<file path="src/lef_pkg.sv">
// Shared constants, register codes and payload types of the Laplacian edge filter.
`timescale 1ns / 1ps
`default_nettype none
package lef_pkg;

  // Frame geometry limits
  localparam int MAX_WIDTH  = 1024;
  localparam int MAX_HEIGHT = 4096;
  localparam int MIN_WIDTH  = 3;
  localparam int MIN_HEIGHT = 2;

  // Field and counter widths
  localparam int PIX_W     = 8;
  localparam int WEIGHT_W  = 8;
  localparam int WID_W     = 11;
  localparam int HGT_W     = 13;
  localparam int COL_W     = $clog2(MAX_WIDTH);
  localparam int IN_ROW_W  = $clog2(MAX_HEIGHT + 2);
  localparam int OUT_ROW_W = $clog2(MAX_HEIGHT);
  localparam int NSUM_W    = PIX_W + 3;
  localparam int PROD_W    = WEIGHT_W + PIX_W + 1;
  localparam int TOTAL_W   = PROD_W + 1;

  // Line memory entry: red of the line two rows back over RGB of the previous line
  localparam int LINE_W = 4 * PIX_W;

  // Configuration port
  localparam int CFG_IDX_W  = 2;
  localparam int CFG_DATA_W = 13;

  // Register reset values
  localparam logic [WEIGHT_W-1:0] WEIGHT_RESET = 8'd8;
  localparam logic [WID_W-1:0]    WIDTH_RESET  = 11'd640;
  localparam logic [HGT_W-1:0]    HEIGHT_RESET = 13'd480;

  // Result queue
  localparam int QUEUE_DEPTH = 8;
  localparam int QPTR_W      = $clog2(QUEUE_DEPTH);
  localparam int QCNT_W      = QPTR_W + 1;

  typedef enum logic [CFG_IDX_W-1:0] {
    REG_CENTER_WEIGHT = 2'd0,
    REG_IMAGE_WIDTH   = 2'd1,
    REG_IMAGE_HEIGHT  = 2'd2
  } cfg_reg_e;

  typedef enum logic {
    ACT_PIXEL = 1'b0,
    ACT_FLUSH = 1'b1
  } action_e;

  typedef struct packed {
    logic             action;
    logic [PIX_W-1:0] red_in;
    logic [PIX_W-1:0] green_in;
    logic [PIX_W-1:0] blue_in;
  } pixel_t;

  typedef struct packed {
    logic [PIX_W-1:0] red_out;
    logic [PIX_W-1:0] green_out;
    logic [PIX_W-1:0] blue_out;
    logic             frame_end;
  } result_t;

  // One column of the 3x3 red window
  typedef struct packed {
    logic [PIX_W-1:0] top;
    logic [PIX_W-1:0] mid;
    logic [PIX_W-1:0] bot;
  } win_col_t;

endpackage
`default_nettype wire

</file>
<file path="src/lef_result_if.sv">
// Valid/ready channel that carries filtered result pixels.
`timescale 1ns / 1ps
`default_nettype none
interface lef_result_if;
  import lef_pkg::*;

  logic    valid;
  logic    ready;
  result_t data;

  modport source (output valid, output data, input ready);
  modport sink   (input valid, input data, output ready);
endinterface
`default_nettype wire

</file>
<file path="src/lef_out_queue.sv">
// Result queue that decouples the filter pipeline from the output handshake.
`timescale 1ns / 1ps
`default_nettype none
module lef_out_queue (
  input  logic              clk,
  input  logic              rst,
  input  logic              push,
  input  lef_pkg::result_t  push_data,
  lef_result_if.source      res
);
  import lef_pkg::*;

  result_t           slots [QUEUE_DEPTH];
  logic [QPTR_W-1:0] wr_ptr;
  logic [QPTR_W-1:0] rd_ptr;
  logic [QCNT_W-1:0] count;
  logic              pop;

  assign pop       = res.valid && res.ready;
  assign res.valid = (count != '0);
  assign res.data  = slots[rd_ptr];

  // Store pushed results; the credit check upstream keeps the queue from overflowing
  always_ff @(posedge clk) begin
    if (push) begin
      slots[wr_ptr] <= push_data;
    end
  end

  // Advance pointers and occupancy
  always_ff @(posedge clk) begin
    if (rst) begin
      wr_ptr <= '0;
      rd_ptr <= '0;
      count  <= '0;
    end else begin
      if (push) begin
        wr_ptr <= wr_ptr + 1'b1;
      end
      if (pop) begin
        rd_ptr <= rd_ptr + 1'b1;
      end
      case ({push, pop})
        2'b10:   count <= count + 1'b1;
        2'b01:   count <= count - 1'b1;
        default: count <= count;
      endcase
    end
  end

endmodule
`default_nettype wire

</file>
<file path="src/flat_wrapper.sv">
// flat-port wrapper written by rule: the top's interface ports become plain ports
module lef_out_queue_flat import lef_pkg::*;
  (clk, rst, push, push_data, res_valid, res_data, res_ready);
  lef_result_if res_i ();
  input  logic clk;
  input  logic rst;
  input  logic push;
  input  lef_pkg::result_t push_data;
  output wire logic [$bits(res_i.valid)-1:0] res_valid;
  output wire logic [$bits(res_i.data)-1:0] res_data;
  input wire logic [$bits(res_i.ready)-1:0] res_ready;
  assign res_valid = res_i.valid;
  assign res_data = res_i.data;
  assign res_i.ready = res_ready;
  lef_out_queue u_core (.clk(clk), .rst(rst), .push(push), .push_data(push_data), .res(res_i));
endmodule
</file>
<file path="config.mk">
export PLATFORM = sky130hd
export DESIGN_NAME = lef_out_queue_flat
export DESIGN_NICKNAME = d
export VERILOG_FILES = /design/src/lef_pkg.sv /design/src/lef_result_if.sv /design/src/lef_out_queue.sv /design/src/flat_wrapper.sv
export SDC_FILE = /design/constraint.sdc
export NUM_CORES = 1
export LEC_CHECK = 0
export BUFFER_PORTS_ARGS = -buffer_cell sky130_fd_sc_hd__buf_2
export CAP_MARGIN = 5
export CORE_ASPECT_RATIO = 0.8
export CORE_MARGIN = 2
export CORE_UTILIZATION = 54
export CTS_CLUSTER_SIZE = 30
export DETAILED_ROUTE_END_ITERATION = 7
export GPL_TIMING_DRIVEN = 0
export PLACE_DENSITY = 0.75
export SKIP_LAST_GASP = 1
export SLEW_MARGIN = 20
export SYNTH_ARGS = -nofsm -noshare
export SYNTH_HDL_FRONTEND = slang
export SYNTH_SLANG_ARGS = --single-unit
</file>
<file path="constraint.sdc">
create_clock -name clk -period 2.65 [get_ports clk]
set_clock_uncertainty 0.15 [all_clocks]
set_input_delay 0.1325 -clock clk [delete_from_list [all_inputs] [get_ports clk]]
set_output_delay 0.1325 -clock clk [all_outputs]
set_load 0.02 [all_outputs]
</file>
Word-level counts from Yosys, hierarchy flattened
Memory sizes are Yosys's and may differ from the RTL's. A register that Yosys moved wholly into a read port is not among the register bits.
Cells that the tools add are included.
Widths: inputs -> output; s select.
{ "classes": {"addsub": 4, "n_mul": 0, "n_div": 0, "n_lt_le_gt_ge": 0, "n_eq_ne": 2, "shifts": 0, "muxes": 5, "bitwise_logic": 0, "n_reduce_logical": 3} }
{ "ops": {"columns": ["op", "n"], "rows": [
  ["$pmux 4 s2", 1],
  ["$add 3x1->3 const B", 2],
  ["$mux 3", 2],
  ["$add 4x1->4 const B", 1],
  ["$reduce_bool 4->1", 1],
  ["$sub 4x1->4 const B", 1],
  ["$eq 2x1->1 const B", 1],
  ["$eq 2x2->1 const B", 1],
  ["$mux 1", 2],
  ["$reduce_bool 2->1", 1],
  ["$logic_and 1x1->1", 1]
]} }
{ "word_totals": {"regBits": 10, "latchBits": 0, "ram_bits": 200, "romBits": 0, "inputBits": 29, "output_inout_bits": 26, "word_cells": 18, "n_memories": 1} }
{ "memory_table": {"columns": ["name", "depth", "word_bits", "read_ports", "rd_ports_with_merged_regs", "wr", "line", "source"], "rows": [
  ["u_core.slots", 8, 25, 1, 1, 1, "lef_out_queue.sv:13", "result_t slots [QUEUE_DEPTH];"]
]} }

Longest topological paths before layout
{ "depth": {"ltp_word": 4, "depth_mapped": 10, "mapped_depth_nobuf": 10} }

Worst setup path before layout
Ideal clock, no wire load.
{ "synth_timing": {"kind": "reg2reg", "from": "register u_core.wr_ptr[1]", "to": "memory u_core.slots[0][0] (netlist bit) (enable)", "setup_time_ns": 0.438, "t_arrival_ns": 2.236, "required_ns": 2.062, "path_slack_ns": -0.174, "stages_incl_launch_ff": 3, "path_buffers": 0, "synth_period_minus_slack_ns": 2.824, "cell_sequence": "dfxtp_1 nand2b_1 nor3_1"} }
{ "synth_lines": {"columns": ["element", "line", "source"], "rows": [
  ["start: declaration", "lef_out_queue.sv:14", "logic [QPTR_W-1:0] wr_ptr;"],
  ["start signal: assignment", "lef_out_queue.sv:38", "wr_ptr <= wr_ptr + 1'b1;"],
  ["end: declaration", "lef_out_queue.sv:13", null]
]} }
No word-level cell before the write port.

Worst setup path in the final report
{ "layout_timing": {"from": "register u_core.count[0]", "to": "register u_core.count[3]"} }
{ "layout_via": {"elab_chain_len": 4, "elab_cells_between_ends": 8, "classes_between": "add/sub: 2; eq/ne: 2; mux: 1; reduce/logical: 3"} }
{ "layout_lines": {"columns": ["element", "line", "source"], "rows": [
  ["start: declaration", "lef_out_queue.sv:16", "logic [QCNT_W-1:0] count;"],
  ["start signal: assignment", "lef_out_queue.sv:44", "2'b10: count <= count + 1'b1;"],
  ["start signal: assignment", "lef_out_queue.sv:45", "2'b01: count <= count - 1'b1;"],
  ["start signal: assignment", "lef_out_queue.sv:46", "default: count <= count;"],
  ["parallel branches: the longest is 4 deep, another holds $sub 4x1->4", null, null]
]} }
Parallel ways; which one is timed is not known.
A chain may end at the register's enable or synchronous reset.

==> flow_metrics.env <==
export IMPL_path_cells="or4_4 > nand2_2 > inv_2 > ha_4 > nor4b_4 > o21ai_1 > o31ai_1 > mux2_2"
export IMPL_critical_path_top_delay_family="simple AND/OR/NAND/NOR gates"
export IMPL_cap_violations=0
export IMPL_cts_setup_buffers=0
export IMPL_antenna_found_initial=0
export IMPL_drc_errors=0
export IMPL_layout_commonest_cell="edfxtp_1"
export IMPL_portBuffers=54
export IMPL_netlist_area_um2=8337
export IMPL_drt_iter0_markers=298
export IMPL_htreeDepth=1
export IMPL_clockBufferDepth=3
export IMPL_die_h_um=115.1
export IMPL_ys_seq_area_share_pct=75.16
export IMPL_critPathLaunchType="register"
export IMPL_critPathRequiredTime_ns=2.88
export IMPL_antenna_cells=0
export IMPL_drt_pass1_iter_count=4
export IMPL_insertion_delay_ns=0.49
export IMPL_slew_viol_final=0
export IMPL_ys_warn_count=0
export IMPL_area_sequential_um2=6267
export IMPL_grt_overflow=0
export IMPL_p_per_area_nw_per_um2=792.7
export IMPL_status="finished clean"
export IMPL_fin_cells=699
export IMPL_grt_pass1_vias=4194
export IMPL_rrSetupSlack_ns=0.08
export IMPL_cts_root_buf="clkbuf_16"
export IMPL_slowest_stage="or4_4"
export IMPL_period_share_pct=96.89
export IMPL_clock_sinks=213
export IMPL_start_util_pct=55.34
export IMPL_fillers=954
export IMPL_layout_nets=511
export IMPL_ir_drop_v=0.0004892
export IMPL_finalHoldViolations=0
export IMPL_grt_usage_pct=19.91
export IMPL_cts_tree="yes"
export IMPL_path_buf_inv=1
export IMPL_multi_input_area_um2=2083
export IMPL_leakage_uw=0.003423
export IMPL_synth_distinct_cells=25
export IMPL_cp_end_kind="register"
export IMPL_min_period_ns=2.568
export IMPL_max_freq_mhz=389.5
export IMPL_max_stage_delay_ns=0.57
export IMPL_place_detailed_hpwl_mm=9.479
export IMPL_arrival_ns=2.79
export IMPL_cts_buffers=21
export IMPL_gp_congestion=0.7017
export IMPL_routedWlPerCell_um=22.43
export IMPL_viasPerCell=5.660
export IMPL_coreArea_um2=15060
export IMPL_clk_pin_slew_ns=0.06
export IMPL_synthToLayoutAreaGrowth_pct=21.60
export IMPL_dp_cells=637
export IMPL_final_antenna_net_count=0
export IMPL_routed_via_count=3956
export IMPL_final_cell_mix="200 x edfxtp_1, 60 x buf_2, 50 x mux4_1"
export IMPL_cp_max_fo=7
export IMPL_grt_start_max_net_pins=20
export IMPL_synth_nets=397
export IMPL_grt_pass1_wl_mm=23.71
export IMPL_path_class="register to register"
export IMPL_relSlewSlack_pct=64.44
export IMPL_netlist_instances=363
export IMPL_tightest_slew_ns=0.5321
export IMPL_ys_seq_elements=213
export IMPL_drive_gt1_share_pct=29.86
export IMPL_dieArea_um2=16450
export IMPL_p_total_uw=8036
export IMPL_io_pins=55
export IMPL_num_rows=40
export IMPL_avgSynthCellArea_um2=22.97
export IMPL_hold_path_class="input port to register"
export IMPL_wl_mm=15.68
export IMPL_die_w_um=142.9
export IMPL_setup_violations=0
through the flow:
stage	hold WS [ns]	worst slack (ns)	util, %	TNS [ns]	area, um2
2_1_floorplan	0.08137	0.07232	-	0	8347
3_3_place_gp	0.2405	-0.5436	58.95	-91.16	8880
3_5_place_dp	0.2543	-0.1498	60.82	-0.1498	9163
4_1_cts	0.2883	-0.01315	66.95	-0.01315	10090
5_1_grt	0.3027	-0.04117	67.29	-0.04117	10140
6_report	0.2960	0.08231	67.29	0	10140
cell families (layout without fill, tap and decap cells):
logic type | Yosys count | in the layout | share of synthesized area (%)
buffers and inverters | 19 | 145 | 1.396
XOR/XNOR | 7 | 7 | 0.7354
adder cells (fa/ha/maj) | 5 | 5 | 0.7504
flip-flops | 213 | 213 | 75.16
multiplexers | 78 | 78 | 19.51
AND/OR/NAND/NOR | 34 | 34 | 1.996
AO/OA/AOI/OAI | 7 | 7 | 0.4502
cell type report:
type | count | area share (%)
Tap cell | 210 | 2.592
Timing Repair Buffer | 92 | 7.652
Multi-Input combinational cell | 131 | 20.55
Inverter | 2 | 0.07406
Buffer | 16 | 1.123
Sequential cell | 213 | 61.82
Clock inverter | 4 | 0.4320
Clock buffer | 31 | 5.752
routing by layer:
metal | up-vias | routed length [um] | GRT usage, %
met2 | 116 | 8110 | 35.63
met5 | - | 0 | 0
li1 | 1778 | - | -
met3 | 20 | 757 | 3.374
met1 | 2042 | 6528 | 25.98
met4 | 0 | 282 | 4.620
sequential cells by signal (all words and copies together) (netlist names), named ones only:
signal	flops
u_core.wr_ptr	3
u_core.count	4
u_core.slots	200
u_core.rd_ptr	3
final timing paths:
kind | start | endpoint | cells after the start
max | u_core.count[0]$_SDFFE_PP0P_ | u_core.count[3]$_SDFFE_PP0P_ | 8
min | push_data[22] | u_core.slots[5][22]$_DFFE_PP_ | 2
max reg2reg | u_core.count[0]$_SDFFE_PP0P_ | u_core.count[3]$_SDFFE_PP0P_ | 8
min reg2reg | u_core.rd_ptr[1]$_SDFFE_PP0N_ | u_core.rd_ptr[1]$_SDFFE_PP0N_ | 2
report_power, final:
part | leakage [uW] | total, uW | switching, uW | internal, uW
registers | 0.00192 | 3860 | 63.0 | 3800
logic | 0.00119 | 1450 | 750 | 698
clock network | 0.000306 | 2730 | 1120 | 1610
cell usage after synthesis:
| library cell | number | area [um2] |
|---|---|---|
| a21oi_1 | 3 | 15.01 |
| buf_1 | 7 | 26.28 |
| buf_6 | 6 | 67.56 |
| clkbuf_1 | 4 | 15.01 |
| dfxtp_1 | 13 | 260.3 |
| edfxtp_1 | 200 | 6006 |
| ha_1 | 5 | 62.56 |
| inv_1 | 2 | 7.510 |
| mux2_2 | 26 | 292.8 |
| mux2i_1 | 2 | 20.02 |
| mux4_1 | 50 | 1314 |
| nand2_1 | 6 | 22.52 |
| nand2b_1 | 3 | 18.77 |
| nand3_1 | 2 | 10.01 |
| nor2_1 | 15 | 56.30 |
| nor2b_1 | 2 | 12.51 |
| nor3_1 | 2 | 10.01 |
| nor4b_1 | 1 | 8.760 |
| nor4bb_1 | 1 | 10.01 |
| o21ai_0 | 3 | 15.01 |
| o31ai_1 | 1 | 7.510 |
| or3_1 | 1 | 6.260 |
| or4_4 | 1 | 11.26 |
| xnor2_1 | 1 | 8.760 |
| xor2_1 | 6 | 52.55 |
timing repair:
action | CTS | global route
endpoints found under the hold margin | 210 | 0
pin swaps | 1 | 0
hold buffers | 28 | 0
gates resized for setup | 10 | 10
endpoints found under the setup margin | 27 | 2
Note: power is estimated with default switching activity, not from simulation.
